===== src/sv/bsb_pkg.sv =====
// bsb_pkg: shared types, constants and helper functions of the bilinear sampler
// used by bsb_mac and bilinear_sample_with_border_top; no dependencies

package bsb_pkg;

    // default sizes handed to the top level parameters
    localparam int STORE_BYTES_DEF  = 65536;
    localparam int MAX_CHANNELS_DEF = 4;

    // fixed field widths
    localparam int FRAC_W   = 16;
    localparam int WEIGHT_W = FRAC_W + 1;
    localparam int DIM_W    = 13;
    localparam int STRIDE_W = 16;
    localparam int CNT_W    = 3;
    localparam int PIX_W    = 8;
    localparam int CFG_IDX_W = 3;

    localparam logic [WEIGHT_W-1:0] WEIGHT_ONE = 17'h10000;

    // configuration register indexes
    localparam logic [CFG_IDX_W-1:0] CFG_IMAGE_ROWS   = 3'd0;
    localparam logic [CFG_IDX_W-1:0] CFG_IMAGE_COLS   = 3'd1;
    localparam logic [CFG_IDX_W-1:0] CFG_ROW_STRIDE   = 3'd2;
    localparam logic [CFG_IDX_W-1:0] CFG_COL_STRIDE   = 3'd3;
    localparam logic [CFG_IDX_W-1:0] CFG_CHAN_COUNT   = 3'd4;
    localparam logic [CFG_IDX_W-1:0] CFG_BACKGROUND   = 3'd5;

    typedef enum logic [3:0] {
        S_IDLE,
        S_ROWMUL,
        S_COLMUL,
        S_ADDR,
        S_RD00,
        S_RD10,
        S_RD01,
        S_RD11,
        S_M0,
        S_M1,
        S_M2,
        S_M3,
        S_M4,
        S_M5,
        S_M6,
        S_DONE
    } state_t;

    // control of the shared multiply-accumulate unit
    typedef struct packed {
        logic en;
        logic clr;
    } mac_ctrl_t;

    // which neighbour lines lie inside: bit0 lower index, bit1 upper index
    function automatic logic [1:0] lines_taken(input logic signed [16:0] hi,
                                               input logic [DIM_W-1:0] dim);
        logic signed [17:0] h;
        logic signed [17:0] d;
        logic [1:0]         res;
        h = {hi[16], hi};
        d = {5'b0, dim};
        if (h > 18'sd0 && h < d)
            res = 2'b11;
        else if (h == 18'sd0)
            res = 2'b10;
        else if (h == d)
            res = 2'b01;
        else
            res = 2'b00;
        return res;
    endfunction

    // channels produced for a channel count
    function automatic logic [CNT_W-1:0] chan_limit(input logic [CNT_W-1:0] cnt);
        logic [CNT_W-1:0] res;
        if (cnt == 3'd1)
            res = 3'd1;
        else if (cnt == 3'd3)
            res = 3'd3;
        else if (cnt >= 3'd4)
            res = 3'd4;
        else
            res = 3'd0;
        return res;
    endfunction

endpackage


===== src/sv/bsb_mac.sv =====
// bsb_mac: shared multiply-accumulate unit, one product a cycle while ctrl.en is high
// depends on bsb_pkg for the control struct

module bsb_mac #(
    parameter int A_W = 17,
    parameter int B_W = 16
) (
    input  logic                   clk,
    input  bsb_pkg::mac_ctrl_t     ctrl,
    input  logic [A_W-1:0]         a,
    input  logic [B_W-1:0]         b,
    output logic [A_W+B_W-1:0]     acc
);

    import bsb_pkg::*;

    logic [A_W+B_W-1:0] acc_reg;
    logic [A_W+B_W-1:0] acc_next;
    logic [A_W+B_W-1:0] prod;

    always_comb
    begin
        prod = (A_W+B_W)'(a) * (A_W+B_W)'(b);
        if (ctrl.clr)
            acc_next = prod;
        else
            acc_next = acc_reg + prod;
    end

    always_ff @(posedge clk)
    begin
        if (ctrl.en)
        begin
            acc_reg <= acc_next;
        end
    end

    assign acc = acc_reg;

endmodule


===== config.mk =====
export PLATFORM = sky130hd
export DESIGN_NAME = bsb_mac
export DESIGN_NICKNAME = d
export VERILOG_FILES = /design/src/sv/bsb_pkg.sv /design/src/sv/bsb_mac.sv
export SDC_FILE = /design/constraint.sdc
export NUM_CORES = 1
export LEC_CHECK = 0
export ABC_AREA = 0
export BUFFER_PORTS_ARGS = -buffer_cell sky130_fd_sc_hd__buf_2
export CAP_MARGIN = 20
export CELL_PAD_IN_SITES_DETAIL_PLACEMENT = 1
export CELL_PAD_IN_SITES_GLOBAL_PLACEMENT = 2
export CORE_ASPECT_RATIO = 1.4
export CORE_MARGIN = 3
export CORE_UTILIZATION = 40
export CTS_CLUSTER_DIAMETER = 40
export DETAILED_ROUTE_END_ITERATION = 16
export GPL_ROUTABILITY_DRIVEN = 0
export PLACE_DENSITY = 0.88
export SYNTH_ARGS = -nofsm -noshare
export SYNTH_HDL_FRONTEND = slang
export SYNTH_SLANG_ARGS = --single-unit
export TNS_END_PERCENT = 20

===== constraint.sdc =====
create_clock -name clk -period 11.2 [get_ports clk]
set_input_delay 2.24 -clock clk [delete_from_list [all_inputs] [get_ports clk]]
set_output_delay 2.24 -clock clk [all_outputs]
set_load 0.01 [all_outputs]

### Word level (Yosys, flattened, before mapping)

Index checks and enable logic that the tools add are counted.

* add/subtract/negate cells: 1
* multipliers: 1
* muxes and demuxes: 1

Operators by type and width (count)
* 33-bit adder: 1
* 17-bit by 16-bit multiplier with 33-bit output: 1
* 33-bit two-way mux: 1

* register bits: 33
* input port bits: 36
* output and inout bits: 33
* word-level logic and storage cells: 4

### Longest topological paths before layout

Gate-level depths: netlist (run 1).

* depth after elaboration: 3
* mapped depth: 34
* depth with buffers taken out: 32

### Least setup slack after synthesis (run 1)

OpenSTA, ideal clock, no wires.

* path type: input to register
* start point: in b[7]
* end point: reg acc_reg[32], in the netlist acc[32], data pin
* setup time: 0.265 ns
* data arrival time: 9.356 ns
* required time: 10.935 ns
* slack: 1.579 ns
* cell stages on the path: 33
* cell sequence: clkbuf_1 > clkbuf_1 > nand2_1 > fa_1 > inv_1 > fa_1 > inv_1 > fa_1 > inv_1 > fa_1 > fa_1 > inv_1 > fa_1 > inv_1 > ha_1 > a21o_1 > a21o_1 > a2111oi_4 > nor3_2 > o211ai_2 > a21boi_0 > o21ai_0 > and3_1 > nor2_1 > ha_1 > inv_1 > o21bai_1 > a21o_1 > a21oi_1 > o32ai_1 > o311ai_0 > nand3_1 > xor2_1

* word-level cells in the longest chain between the ends: 3

RTL lines
* start, declared: line bsb_mac.sv:11 `input logic [B_W-1:0] b,`
* 17-bit by 16-bit multiplier with 33-bit output (*): line bsb_mac.sv:23 `prod = (A_W+B_W)'(a) * (A_W+B_W)'(b);`
* 33-bit adder: line bsb_mac.sv:27 `acc_next = acc_reg + prod;`
* 33-bit two-way mux (*): line bsb_mac.sv:24 `if (ctrl.clr)`
* named net acc_next[32]: line bsb_mac.sv:18 `logic [A_W+B_W-1:0] acc_next;`
* end signal, assigned: line bsb_mac.sv:34 `acc_reg <= acc_next;`
* end, declared: line bsb_mac.sv:17 `logic [A_W+B_W-1:0] acc_reg;`

The timed path passes the listed nets; every way through them passes the cells marked *.
A chain may end at the register's enable or synchronous reset.

### Worst setup path after layout (run 1)

Same ends and word-level chain as after synthesis.

==> flow_summary.toml, run 1 <==
[outcome]
status = "completed"

[placement]
hpwl_mm = 27.2
placed_area_sq_mm = 0.0127
port_buffers = 68

[sta]
min_period_over_period_pct = 89.9
setup_viol = 0
hold-worst-slack_ns = 0.775
fin_setup_tns_ns = 0
rsz0062_at_grt = "false"
tightest_slew_ns = 0.854
hold_viol = 0
fmax_mhz = 99.3
slew_headroom_pct = 43.1
fin_skew_ns = 0.00417
fin_crit_ns = 10.07
drv_slew = 0

[yosys]
ys_types = 67
synth_ff_type = "edfxtp_1"
syn-num-nets = 1767
syn_area_per_cell_sq_um = 8.78
synth-seq-cells = 33
yosysWarningCount = 0
synth.top_cells.by_area = "fa_1 34%, ha_1 14%, edfxtp_1 8.2%"
ys_seq_area_share_pct = 8.16
synth_area_sq_mm = 0.0121
syn_inst = 1382
synth_area_leader_cell = "fa_1"
synth_edf_count = 33
async_flop_share_pct = 0
synth_top_area_share_pct = 34.5

[floorplan]
die_h_um = 212
rows = 74
die-area_sq_mm = 0.0325
fp.dieW_um = 153
pin_count = 69
core_area_sq_mm = 0.0295
initial_core_util_pct = 41.1

[setup_path]
arrival_ns = 10.10
rr_endpoint = "acc[32]"
r2r_slack_ns = 7.39
end_kind = "flip-flop"
r2r-start = "acc[0]"
startpoint_type = "input port"
cpPeakStageDelay_ns = 0.55
crit_type = "input port to flip-flop"
worst-path-buf-inv = 7
slowest_stage = "fa_1"
critical-path-top-delay-family = "adder cells"
critPathMaxFanout = 17
r2r.worst_path.cells = 11
crit_required_ns = 11.23

[min_path]
holdPathStages = 2
hold_path.startpoint = "acc[0]"
holdCritPathClass = "flip-flop to flip-flop"
timing.hold.worst_endpoint = "acc[0]"

[clock_network]
cts_setup_buffers = 0
clkSinkCount = 33
cts-resized-gates = 0
cts_made_buffers = 5
cts_buffer_depth = 2
insertion_delay_ns = 0.29
path_clk_slew_ns = 0.06
root_buffer = "clkbuf_16"
htreeDepth = 2
cts_tree = "built"
cts-hold-fix-buffers = 0

[drt]
num_vias = 9564
drc = 0
wire_per_inst_um = 18.3
drt-pass1-iter-count = 4
vias_per_cell = 5.34
drtAntennaViolNets = 0
drt-initial-drc-count = 344
routed_wl_mm = 32.7

[global_routing]
grt_pass1_vias = 11020
grt-ovfl-total = 0
antenna_found_initial = 0
gr-usage-all-layers_pct = 21.0
grt_pass1_wl_mm = 55.8
grt_max_degree = 37

[final_layout]
seq_area_sq_um = 991
largest_reg_flops = 33
drive_above_1_share_pct = 7.16
fin_nets = 1795
postLayoutCoreUtil_pct = 43.6
syn2layout_area_growth_pct = 6.18
num_antenna_cells = 0
fill_cells = 3517
multi_input_area_sq_mm = 0.00995
design_area_sq_mm = 0.0129

[flow_run]
maxCapViolCount = 0
## kinds of logic (layout without fill, tap and decap cells)
group | count (synthesis) | after routing | synth area share (%)
simple gates | 424 | 424 | 17.3
fa+ha+maj | 349 | 349 | 48.9
buf+inv | 312 | 341 | 9.88
compound gates | 208 | 208 | 11.5
xor+xnor | 46 | 46 | 3.32
flops | 33 | 33 | 8.16
mux | 10 | 10 | 0.918
## worst max path at each step
stage               from       to  cells after the start
CTS                 b[7]  acc[32]                     32
global placement    b[7]  acc[32]                     32
finish              b[7]  acc[32]                     32
floorplan           b[7]  acc[32]                     33
global route        a[6]  acc[32]                     28
detailed placement  b[7]  acc[32]                     32
## worst min-delay path: stages (launching register included)
cell	delay, ns
edfxtp_1	0.39
ha_1	0.15
mux2_2	0.13
## routing by layer
metal | global-route usage [%] | wire length (um) | share of wire [%] | vias to the layer above
met5 | 0 | 0 | 0 | -
met4 | 4.49 | 490 | 1.5 | 0
met3 | 1.28 | 715 | 2.2 | 32
met2 | 39.8 | 17500 | 53 | 120
met1 | 26.4 | 14100 | 43 | 4955
li1 | - | - | - | 4457
## layout make-up
type / count / area share, %
multi-input cells: 1037 / 77.2
flip-flops and latches: 33 / 7.69
repair buffers: 68 / 2.64
well taps: 380 / 3.69
clock buffers: 5 / 0.971
inverters: 265 / 7.72
clock inverters: 3 / 0.0971
## placed cells by master (no fill, tap or decap), types with 5 or more instances in the layout
master	n
nand4_1	7
and2_1	125
nand2_1	178
buf_2	68
edfxtp_1	33
a211oi_1	12
ha_1	140
a31oi_1	6
a21o_1	26
a21oi_1	57
and3_1	9
o21ai_0	35
mux2_2	9
nand3_1	17
clkbuf_16	5
a21boi_0	5
o21a_1	13
nor3_1	12
inv_1	264
xnor2_1	28
xor2_1	18
fa_1	209
o21bai_1	13
nor2_1	43
## Yosys cell counts, drive strengths merged (4+ instances only)
cell type  instances
inv              265
fa               209
nand2            178
ha               140
and2             125
a21oi             57
clkbuf            43
nor2              43
o21ai             36
edfxtp            33
xnor2             28
a21o              27
xor2              18
nand3             17
a211oi            14
nor3              13
o21a              13
o21bai            13
and3              10
mux2               9
nand4              7
a31oi              6
a21boi             5
buf                4
nor2b              4
nor4               4
o22ai              4
o31ai              4
or3                4
## stage by stage
| stage | worst slack (ns) | std cells |
|---|---|---|
| after floorplan | 1.58 | 1382 |
| after global placement | 1.03 | 1783 |
| after detailed placement | 0.931 | 1783 |
| after CTS | 1.19 | 1791 |
| after global routing | 0.710 | 1791 |
| final | 1.13 | 1791 |
Power of run 1 is not shown: default switching activity piles up to over one toggle a cycle in this logic, so the estimate is an artifact.
==> run 2, diff against run 1 <==
Settings changed: CORE_ASPECT_RATIO 1.4 to 1.75, RECOVER_POWER from default to 50.
==> flow_summary.toml, run 2 (same netlist as run 1, synthesis figures left out) <==
[final_layout]
design_area_sq_mm = 0.0129
num_antenna_cells = 0
largest_reg_flops = 33
fin_nets = 1796
drive_above_1_share_pct = 6.09
final_common_cell = "inv_1"
layout_common_cells = "264 x inv_1, 209 x fa_1, 178 x nand2_1"
syn2layout_area_growth_pct = 6.09

[placement]
placed_area_sq_mm = 0.0128
hpwl_mm = 27.7
dp_slack_ns = 0.974
port_buffers = 68

[clock_network]
cts-resized-gates = 0
htreeDepth = 2
cts_made_buffers = 5
insertion_delay_ns = 0.29
root_buffer = "clkbuf_16"
cts_buffer_depth = 2
cts_setup_buffers = 0
path_clk_slew_ns = 0.05
cts-hold-fix-buffers = 0
clkSinkCount = 33
cts_tree = "built"

[outcome]
status = "finished with violations"
failed_checks = "capacitance limit, slew limit"

[sta]
fin_crit_ns = 9.91
fin_setup_tns_ns = 0
slew_headroom_pct = -38.7
rsz0062_at_grt = "false"
fmax_mhz = 101
fin_skew_ns = 0.00628
drv_slew = 34
hold_viol = 0
min_period_over_period_pct = 88.5
tightest_slew_ns = 2.08
setup_viol = 0
timing.final.ws_setup_ns = 1.29

[global_routing]
grt-ovfl-total = 0
grt_max_degree = 37
gr-usage-all-layers_pct = 21.4
grt_pass1_vias = 11108
antenna_found_initial = 0
grt_pass1_wl_mm = 55.9

[drt]
drc = 0
wire_per_inst_um = 18.1
routed_wl_mm = 32.5
vias_per_cell = 5.33
drt-pass1-iter-count = 6
num_vias = 9555
drtAntennaViolNets = 0
drt-initial-drc-count = 293

[floorplan]
pin_count = 69
core_area_sq_mm = 0.0296
fp.dieW_um = 138
rows = 83
initial_core_util_pct = 41.0
die_h_um = 236
die-area_sq_mm = 0.0326

[setup_path]
crit_type = "input port to flip-flop"
end_kind = "flip-flop"
arrival_ns = 9.94
critPathMaxFanout = 17
crit_required_ns = 11.23
startpoint_type = "input port"
r2r_slack_ns = 7.50

[flow_run]
maxCapViolCount = 1

[min_path]
holdCritPathClass = "flip-flop to flip-flop"
[run 2: cell count changes in the layout (fill, tap and decap cells not counted)]
cell / before / now
clkbuf_1: 0 / 18
buf_2: 68 / 51
clkinv_1: 2 / 0
buf_4: 0 / 1
clkinv_2: 1 / 2
[run 2: per-stage QoR]
step	hold WS [ns]	utilization, %	instances
6_report	0.712	43.5	1794
4_1_cts	0.724	43.6	1794
3_5_place_dp	0.708	43.1	1786
3_3_place_gp	0.696	43.1	1786
2_1_floorplan	0.745	-	1382
5_1_grt	0.771	43.5	1794
[run 2: worst max-delay path: stages]
cell,delay (ns)
buf_2,0.31
nand2_1,0.14
fa_1,0.56
inv_1,0.06
fa_1,0.54
ha_1,0.14
inv_1,0.06
fa_1,0.47
fa_1,0.56
inv_1,0.05
fa_1,0.46
ha_1,0.40
o2111ai_1,0.18
a41oi_1,0.38
o21ai_0,0.16
a21boi_0,0.34
o21a_1,0.19
nor2_1,0.06
xnor2_1,0.15
ha_1,0.24
or4_1,0.52
a211oi_1,0.40
nor4_1,0.19
a21oi_1,0.30
o32ai_1,0.17
o311ai_0,0.34
nand3_1,0.14
xor2_1,0.17
[run 2: per-layer routing]
metal	vias up	track usage [%]	part of all wire, %
met2	140	40.2	55
li1	4463	-	-
met1	4896	25.6	40
met4	0	6.30	2.7
met5	-	0	0
met3	56	1.24	2.0
[run 2: worst paths after layout]
path	depth (start not counted)	from	end
setup / recovery	28	b[1]	acc[32]
hold / removal	2	acc[0]	acc[0]
setup reg to reg	11	acc[0]	acc[32]
hold reg to reg	2	acc[0]	acc[0]
[run 2: area by class of cell]
type | instances | area (sq um)
Multi-Input combinational cell | 1037 | 9950
Timing Repair Buffer | 69 | 327
Clock buffer | 6 | 129
Tap cell | 382 | 478
Clock inverter | 2 | 10.0
Sequential cell | 33 | 991
Fill cell | 3557 | 16700
Inverter | 265 | 995
Power of run 2 is left out for the same reason.
==> run 3, diff against run 2 <==
Settings changed: ABC_AREA 0 to 1, CORE_UTILIZATION 40 to 37.
==> flow_summary.toml, run 3 <==
[outcome]
status = "finished with violations"
failed_checks = "capacitance limit, slew limit"

[drt]
wire_per_inst_um = 18.2
routed_wl_mm = 43.5
wl_met1_mm = 15.3
routed.top_layer = "met4"
met3_length_um = 648
route.met2.wl_mm = 24.9
drc = 0
num_vias = 11887
drt-initial-drc-count = 319
drtAntennaViolNets = 0
drt-pass1-iter-count = 4
vias_per_cell = 4.97

[setup_path]
slowest_stage = "fa_1"
crit_required_ns = 11.25
cpPeakStageDelay_ns = 0.55
crit_type = "input port to flip-flop"
r2r_slack_ns = 8.60
crit_top_cell = "nand2_1"
end_kind = "flip-flop"
critical-path-top-delay-family = "adder cells"
worst-path-buf-inv = 8
startpoint_type = "input port"
arrival_ns = 9.46
critPathMaxFanout = 17

[sta]
setup_viol = 0
fmax_mhz = 106
tightest_slew_ns = 2.21
rsz0062_at_grt = "false"
fin_skew_ns = 0.00778
fin_setup_tns_ns = 0
hold_viol = 0
slew_headroom_pct = -47.4
min_period_over_period_pct = 84.0
fin_crit_ns = 9.41
drv_slew = 34

[yosys]
synth-seq-cells = 33
ys_seq_area_share_pct = 7.39
syn-num-nets = 2307
synth_most_common_cell = "nand2_1"
synth_ff_type = "edfxtp_1"
ys_top_cells_by_count = "581 x nand2_1, 487 x inv_1, 209 x fa_1"
synth_area_leader_cell = "fa_1"
syn_inst = 1922
synth.top_cells.by_area = "fa_1 31%, nand2_1 16%, inv_1 14%"
yosysWarningCount = 0
syn_area_per_cell_sq_um = 6.98
synth_top_area_share_pct = 31.2
async_flop_share_pct = 0
synth_area_sq_mm = 0.0134
synth_edf_count = 33
ys_types = 44

[final_layout]
layout_common_cells = "581 x nand2_1, 487 x inv_1, 209 x fa_1"
num_antenna_cells = 0
drive_above_1_share_pct = 5.14
multi_input_area_sq_mm = 0.0103
fin_nets = 2311
largest_reg_flops = 33
seq_area_sq_um = 991
syn2layout_area_growth_pct = 5.96
fill_cells = 4610
final_common_cell = "nand2_1"

[clock_network]
clkSinkCount = 33
cts_tree = "built"
insertion_delay_ns = 0.30
cts_setup_buffers = 0
cts-hold-fix-buffers = 0
cts_buffer_depth = 2
path_clk_slew_ns = 0.06
root_buffer = "clkbuf_16"
htreeDepth = 2
cts_made_buffers = 5
cts-resized-gates = 0

[floorplan]
fp.dieW_um = 150
die_h_um = 258
core_area_sq_mm = 0.0355
die-area_sq_mm = 0.0387
pin_count = 69
initial_core_util_pct = 37.8
rows = 91

[global_routing]
grt_max_degree = 42
grt-ovfl-total = 0
grt_pass1_vias = 13919
gr-usage-all-layers_pct = 23.7
antenna_found_initial = 0
grt_pass1_wl_mm = 71.6

[placement]
hpwl_mm = 37.9
port_buffers = 68

[flow_run]
maxCapViolCount = 1

[min_path]
holdCritPathClass = "flip-flop to flip-flop"
run 3: cell count changes in the layout (fill, tap and decap cells not counted), sizes merged, moves of 8 or more:
cell	change
nand2	+419
inv	+225
and2	-114
nand3	+54
nor2	+53
a21o	-21
xnor2	-17
a211oi	-14
o21ai	+12
a21oi	+10
and3	-10
o21a	-10
mux2	-9
nand3b	+8
run 3: final cells by class:
type / count / area share [%]
Clock buffer: 6 / 0.907
Clock inverter: 2 / 0.238
Inverter: 491 / 13.0
Multi-Input combinational cell: 1326 / 72.5
Sequential cell: 33 / 6.97
Tap cell: 465 / 4.09
Timing Repair Buffer: 69 / 2.30
run 3: worst reg2reg max path: stages (launching register included):
cell and delay (ns):
edfxtp_1 0.39, ha_1 0.30, fa_1 0.49, nand2_1 0.15, nand2_1 0.07, nand3_1 0.10, nand2_1 0.12, nand2_1 0.14
nand2_2 0.15, nand2_2 0.13, nand3_1 0.10, nand2_1 0.08, nor2_1 0.04, nand2_1 0.05, nand2_1 0.06
run 3: layer usage:
layer | global-route usage [%] | vias to the layer above
met5 | 0 | -
met4 | 12.8 | 0
met3 | 0.860 | 109
met2 | 47.1 | 194
met1 | 24.2 | 5913
li1 | - | 5671
run 3: final timing paths:
check | depth (start not counted) | end | startpoint
max | 33 | acc[32] | b[7]
min | 3 | acc[0] | acc[0]
min reg2reg | 3 | acc[0] | acc[0]
max reg2reg | 14 | acc[32] | acc[0]
run 3: logic make-up after synthesis:
family	Yosys count	share of synthesized area [%]
AOI/OAI and AO/OA	141	5.81
xor gates and xnor gates	24	1.68
adders and majority gates	349	44.3
buffers and inverters	563	15.8
DFF	33	7.39
and+or+nand+nor	812	25.1
run 3: metrics by stage:
stage               area (sq um)  std cells  setup WS [ns]  util [%]  hold WS [ns]
global placement           14100       2384           1.75      39.6         0.669
detailed placement         14100       2384           1.52      39.6         0.681
CTS                        14200       2392           1.84      40.1         0.698
global route               14200       2392           1.46      40.0         0.741
floorplan                  13400       1922           2.59         -         0.696
finish                     14200       2392           1.79      40.0         0.696
Power of run 3 is left out for the same reason.
